## config.mk

```make
export PLATFORM = sky130hd
export DESIGN_NAME = gitm_divider
export DESIGN_NICKNAME = d
export VERILOG_FILES = /design/src/gitm_pkg.sv /design/src/gitm_divider.sv
export SDC_FILE = /design/constraint.sdc
export NUM_CORES = 1
export LEC_CHECK = 0
export ABC_AREA = 0
export BUFFER_PORTS_ARGS = -buffer_cell sky130_fd_sc_hd__buf_2
export CAP_MARGIN = 0
export CORE_ASPECT_RATIO = 1.25
export CORE_MARGIN = 3
export CORE_UTILIZATION = 45
export CTS_CLUSTER_DIAMETER = 100
export DETAILED_ROUTE_END_ITERATION = 10
export PLACE_DENSITY = 0.78
export SYNTH_ARGS = -nofsm -noshare
export SYNTH_HDL_FRONTEND = slang
export SYNTH_SLANG_ARGS = --single-unit
```

## constraint.sdc

```tcl
create_clock -name clk -period 6 [get_ports clk]
set_input_delay 0.9 -clock clk [delete_from_list [all_inputs] [get_ports clk]]
set_output_delay 0.9 -clock clk [all_outputs]
set_load 0.03 [all_outputs]
```

## src/gitm_pkg.sv

```systemverilog
package gitm_pkg;

  localparam int BoxW = 16;
  localparam int AreaW = 34;     // signed area of a box, 17x17 signed product
  localparam int InterW = 32;    // unsigned intersection area
  localparam int UnionW = 35;    // signed union
  localparam int CostW = 17;
  localparam int QBits = 17;     // quotient bits of inter*65536/union (0..65536)

  typedef enum logic [1:0] {
    OP_LOAD  = 2'd0,
    OP_MATCH = 2'd1,
    OP_END   = 2'd2,
    OP_NONE  = 2'd3
  } op_t;

  typedef struct packed {
    logic [BoxW-1:0] l;
    logic [BoxW-1:0] t;
    logic [BoxW-1:0] r;
    logic [BoxW-1:0] b;
  } box_t;

  typedef enum logic [2:0] {
    ST_IDLE,
    ST_READ,
    ST_AREA,
    ST_DIV,
    ST_PICK,
    ST_DONE,
    ST_OUT
  } state_t;

  // control between sequencer and divider
  typedef struct packed {
    logic start;
  } div_ctrl_t;

  typedef struct packed {
    logic busy;
    logic done;
  } div_stat_t;

endpackage

```

## src/gitm_divider.sv

```systemverilog
module gitm_divider
  import gitm_pkg::*;
(
  input  logic                     clk,
  input  logic                     rst,
  input  div_ctrl_t                ctrl,
  input  logic [InterW-1:0]        inter,
  input  logic [UnionW-2:0]        union_val,
  output div_stat_t                stat,
  output logic [QBits-1:0]         quot
);

  // restoring divider, one quotient bit per cycle of inter*65536 / union
  localparam int RemW = UnionW;
  localparam int NumW = InterW + 16;
  localparam int CntW = $clog2(NumW + 1);

  logic [RemW-1:0] rem;
  logic [NumW-1:0] num;
  logic [CntW-1:0] cnt;
  logic            busy;
  logic            done;
  logic [RemW-1:0] trial;
  logic            fits;

  assign trial = {rem[RemW-2:0], num[NumW-1]};
  assign fits  = trial >= {1'b0, union_val};

  always_ff @(posedge clk) begin
    if (rst) begin
      busy <= 1'b0;
      done <= 1'b0;
    end else begin
      done <= 1'b0;
      if (ctrl.start) begin
        busy <= 1'b1;
        rem  <= '0;
        num  <= {inter, 16'd0};
        cnt  <= CntW'(NumW);
      end else if (busy) begin
        rem  <= fits ? trial - {1'b0, union_val} : trial;
        num  <= {num[NumW-2:0], fits};
        cnt  <= cnt - 1'b1;
        if (cnt == CntW'(1)) begin
          busy <= 1'b0;
          done <= 1'b1;
        end
      end
    end
  end

  assign stat = '{busy: busy, done: done};
  assign quot = num[QBits-1:0];

endmodule

```

# Yosys cells after proc, flatten, opt, wreduce, memory -nomap -nowiden
# Index checks and enable logic that the tools add are counted.
[totals] ff_bits=90 word_cells=24 in_bits=69 output_inout_bits=19
[classes] order_cmp=1 n_mux=9 n_eq_ne=1 n_bitwise=2 add_sub_neg=2 reduce_logical=3
[ops] operator="48-bit 2-to-1 mux" count=2
[ops] operator="34-bit 2-to-1 mux" count=2
[ops] operator="35-bit by 34-bit greater-or-equal comparator with 1-bit output" count=1
[ops] operator="34-bit subtractor" count=1
[ops] operator="6-bit by 1-bit == test with 1-bit output (second input constant)" count=1
[ops] operator="6-bit 2-to-1 mux" count=1
[ops] operator="6-bit by 1-bit subtractor with 6-bit output (second input constant)" count=1
[ops] operator="1-bit 2-to-1 mux" count=4
[ops] operator="3-bit OR reduction" count=1
[ops] operator="1-bit NOT" count=2
[ops] operator="2-bit AND reduction" count=1
[ops] operator="2-bit nonzero test" count=1

# Depth between registers and ports, before layout
[depth] depth_word=4 ltp_mapped=12 ltp_nobuf=12

# Worst setup path after synthesis
# OpenSTA, ideal clock, no wires.
[synth_timing] kind="input-to-reg" start="input ctrl" end="register cnt[0] (enable)" stages=4 arrival_time_ps=5070 path_buffers=2 required_ps=5465 path_slack_ps=395 setup_time_ps=535 path_cell_list="buf_6 -> clkbuf_1 -> nor2_1 -> nor2_1"
[synth_via] elab_chain_cells=2
[synth_rtl] item="start: declaration" line_no="gitm_divider.sv:6" text="input div_ctrl_t ctrl,"
[synth_rtl] item="2-bit nonzero test (no source line)"
[synth_rtl] item="2-bit AND reduction (no source line)"
[synth_rtl] item="end signal: assignment" line_no="gitm_divider.sv:39" text="cnt <= CntW'(NumW);"
[synth_rtl] item="end signal: assignment" line_no="gitm_divider.sv:43" text="cnt <= cnt - 1'b1;"
[synth_rtl] item="end: declaration" line_no="gitm_divider.sv:20" text="logic [CntW-1:0] cnt;"
# Every way passes these cells.
# A chain may end at the register's enable or synchronous reset.

# Worst setup path in the final report
[layout_timing] start="input union_val[24]" end="register rem[0], data pin"
[layout_via] elab_chain_cells=3
[layout_rtl] item="start: declaration" line_no="gitm_divider.sv:8" text="input logic [UnionW-2:0] union_val,"
[layout_rtl] item="35-bit by 34-bit greater-or-equal comparator with 1-bit output" line_no="gitm_divider.sv:27" text="assign fits = trial >= {1'b0, union_val};"
[layout_rtl] item="34-bit 2-to-1 mux" line_no="gitm_divider.sv:41" text="rem <= fits ? trial - {1'b0, union_val} : trial;"
[layout_rtl] item="34-bit 2-to-1 mux" line_no="gitm_divider.sv:40" text="end else if (busy) begin"
[layout_rtl] item="end signal: assignment" line_no="gitm_divider.sv:41"
[layout_rtl] item="end: declaration" line_no="gitm_divider.sv:18" text="logic [RemW-1:0] rem;"
# Every way passes these cells. The select of a mux whose other input is x is not followed.

==> impl_results.md <==
- 1st-iter DRT viols: 332
- Ant diodes: 0
- H-tree levels: 3
- Vias in the first global route: 5238
- Layout Nets: 783
- Die Ht: 138 µm
- Postcts setup bufs: 0
- Routed Antenna Nets: 0
- Crit path time final: 3.88 ns
- CTS resizes: 0
- Slew HR: 15.2%
- Required time of the worst setup path: 6.16 ns
- Hold crit path type: reg2reg
- Final Cycle Share: 64.7%
- Clock skew: 0.00967 ns
- Initial antenna violation count: 0
- CTS tree: done
- Io pins: 88
- First-pass GRT wire length: 24.3 mm
- Vias: 5025
- Final hold violations: 0
- Crit end category: register
- Commonest non-fill, non-tap cells in the layout: edfxtp_1, buf_2, a21oi_1, inv_1, ha_1
- Wire length per cell: 17.2 µm
- CTS sink count: 90
- R2R setup slack: 2.32 ns
- FF+latch count, synth: 90
- Switching Fraction: 32.1%
- P_sw: 592 µW
- Clk pwr share: 29.9%
- Ys flop type: edfxtp_1
- Crit path launch type: input port
- Sequential element share of the synthesized area: 43.0%
- Clock-pin transition on the worst setup and hold timing paths: 0.07 ns
- GRT overflow: 0
- RSZ-0062 raised after global routing: no
- WS Path Type: in2reg
- Leakage power: 2.81 nW
- Core ar.: 13400 µm²
- Async SR Flop Fraction: 0%
- F_max: 257 MHz
- Post-Route WL: 14.6 mm
- WP data arrival: 4.04 ns
- Routability Congestion: 0.911
- Slew Viols, Final: 0
- Fill cells: 1230
- Vias per std cell: 5.89
- Mapped Cells: 623
- Outcome: complete, no violations
- CTS Buf Count: 9
- Std cell rows: 47
- DRT Pass-1 Iters: 5
- Pwr Density: 268 nW/µm²
- Hold buffers post-CTS: 0
- Layout cell share with drive strength beyond 1: 23.2%
- CTS Root Cell: clkbuf_16
- Worst-path fanout max: 31
- Post-synth EDFFs: 88
- Die area: 15300 µm²
- Area delta synth->final: 10.4%
- Post-route setup slack: 2.12 ns
- DR DRC count: 0
- Unique cell type count in the Yosys netlist: 64
- Setup Viol. Count Final: 0
- Die W: 111 µm
- Clk_lat worst skew: 0.34 ns
- Pre-CTS setup slack: 1.85 ns
- Overall routing resource usage: 19.3%
- Sequential cell area: 2680 µm²
- Peak VDD IR: 0.000193 V
- Combinational group share of total power: 27.6%
- Detail Placement HPWL: 10.2 mm
- Worst Tran Pin Value: 1.27 ns
- Part of the power in registers: 42.5%
- Yosys warns: 0
- Pin count of the biggest net entering global routing: 89
- Port-buffer cells: 87
- Hold Slack: 0.543 ns
- Commonest non-fill, non-tap cell in the layout: edfxtp_1
- Int Pwr: 1.25 mW
- Total of max-cap violations: 0
- Syn avg cell area: 10.0 µm²
- Initial Utilization: 46.5%
- Synthesized area: 6230 µm²
- Syn_nets: 729
- Setup TNS: 0 ns
- Longest Clk Path Bufs: 2
- Multi-input logic area: 3070 µm²
per-layer routing:
layer | vias up | part of all wire [%] | track usage, %
met2 | 194 | 49 | 33.9
met3 | 47 | 7.0 | 4.92
met4 | 0 | 3.4 | 8.65
li1 | 2402 | - | -
met1 | 2382 | 41 | 22.2
met5 | - | 0 | 0
cells in the mapped netlist, types with 4 or more instances:
master    count  area, µm²
buf_4        22        165
nor2b_1      16        100
xnor2_1      19        166
nor2_1       26       97.6
edfxtp_1     88       2640
xor2_1        5       43.8
clkbuf_1     13       48.8
nand2_1      29        109
o21a_1        5       37.5
o21ai_0      32        160
ha_1         36        450
nand3_1      33        165
and3_1        8       50.1
o21ai_1      11       55.1
nand2b_1      4       25.0
nor3_1       14       70.1
a21oi_1      61        305
a21o_1       13       97.6
mux2_2       32        360
a31oi_1       4       25.0
a211oi_1     13       97.6
inv_1        46        173
or3_1         4       25.0
clkbuf_8      4       55.1
nand4_1       9       56.3
o211ai_1      9       67.6
a211o_1       6       52.6
cell families after synthesis:
family,count (synthesis),share of synthesized area [%]
AOI/OAI and AO/OA,179,18.1
xor gates and xnor gates,24,3.37
adders and majority gates,37,7.55
buffers and inverters,94,7.95
DFF,90,43.0
muxes,33,5.94
and+or+nand+nor,166,14.1
metrics by stage:
stage / area [µm²] / std cells / utilization, % / total power, mW
6_report: 6890 / 853 / 51.4 / 1.84
4_1_cts: 6890 / 853 / 51.4 / 1.85
3_3_place_gp: 6600 / 837 / 49.2 / 1.28
3_5_place_dp: 6600 / 837 / 49.2 / 1.30
5_1_grt: 6890 / 853 / 51.4 / 1.94
2_1_floorplan: 6230 / 623 / - / 1.19
layout make-up:
type	count	area share (%)
clock buffers	9	3.27
flip-flops and latches	90	39.0
repair buffers	91	6.76
well taps	171	3.11
clock inverters	7	0.836
multi-input cells	439	44.6
inverters	46	2.51
critical path, stage by stage:
cell	delay (ns)
buf_2	0.08
inv_1	0.03
ha_1	0.40
nand4_1	0.19
nor3_2	0.11
and3_2	0.20
a31oi_2	0.30
o21a_1	1.04
nand2_1	0.45
a211oi_1	0.33
sequential cells by signal, indices dropped and copies added (netlist names):
signal  flops
num        48
done        1
rem        34
busy        1
cnt         6
power by group through the flow:
stage | Sequential, mW | Clock (mW) | Combinational [mW]
after floorplan | 0.790 | 0 | 0.402
after global placement | 0.794 | 0 | 0.486
after detailed placement | 0.796 | 0 | 0.500
after CTS | 0.783 | 0.560 | 0.505
after global routing | 0.790 | 0.583 | 0.564
final | 0.784 | 0.551 | 0.509
final timing paths:
check | depth (start not counted) | startpoint | to
min reg2reg | 1 | busy | done
max reg2reg | 8 | rem[23] | rem[0]
max | 10 | union_val[24] | rem[0]
min | 1 | busy | done
Note: power is estimated with default switching activity, not from simulation.
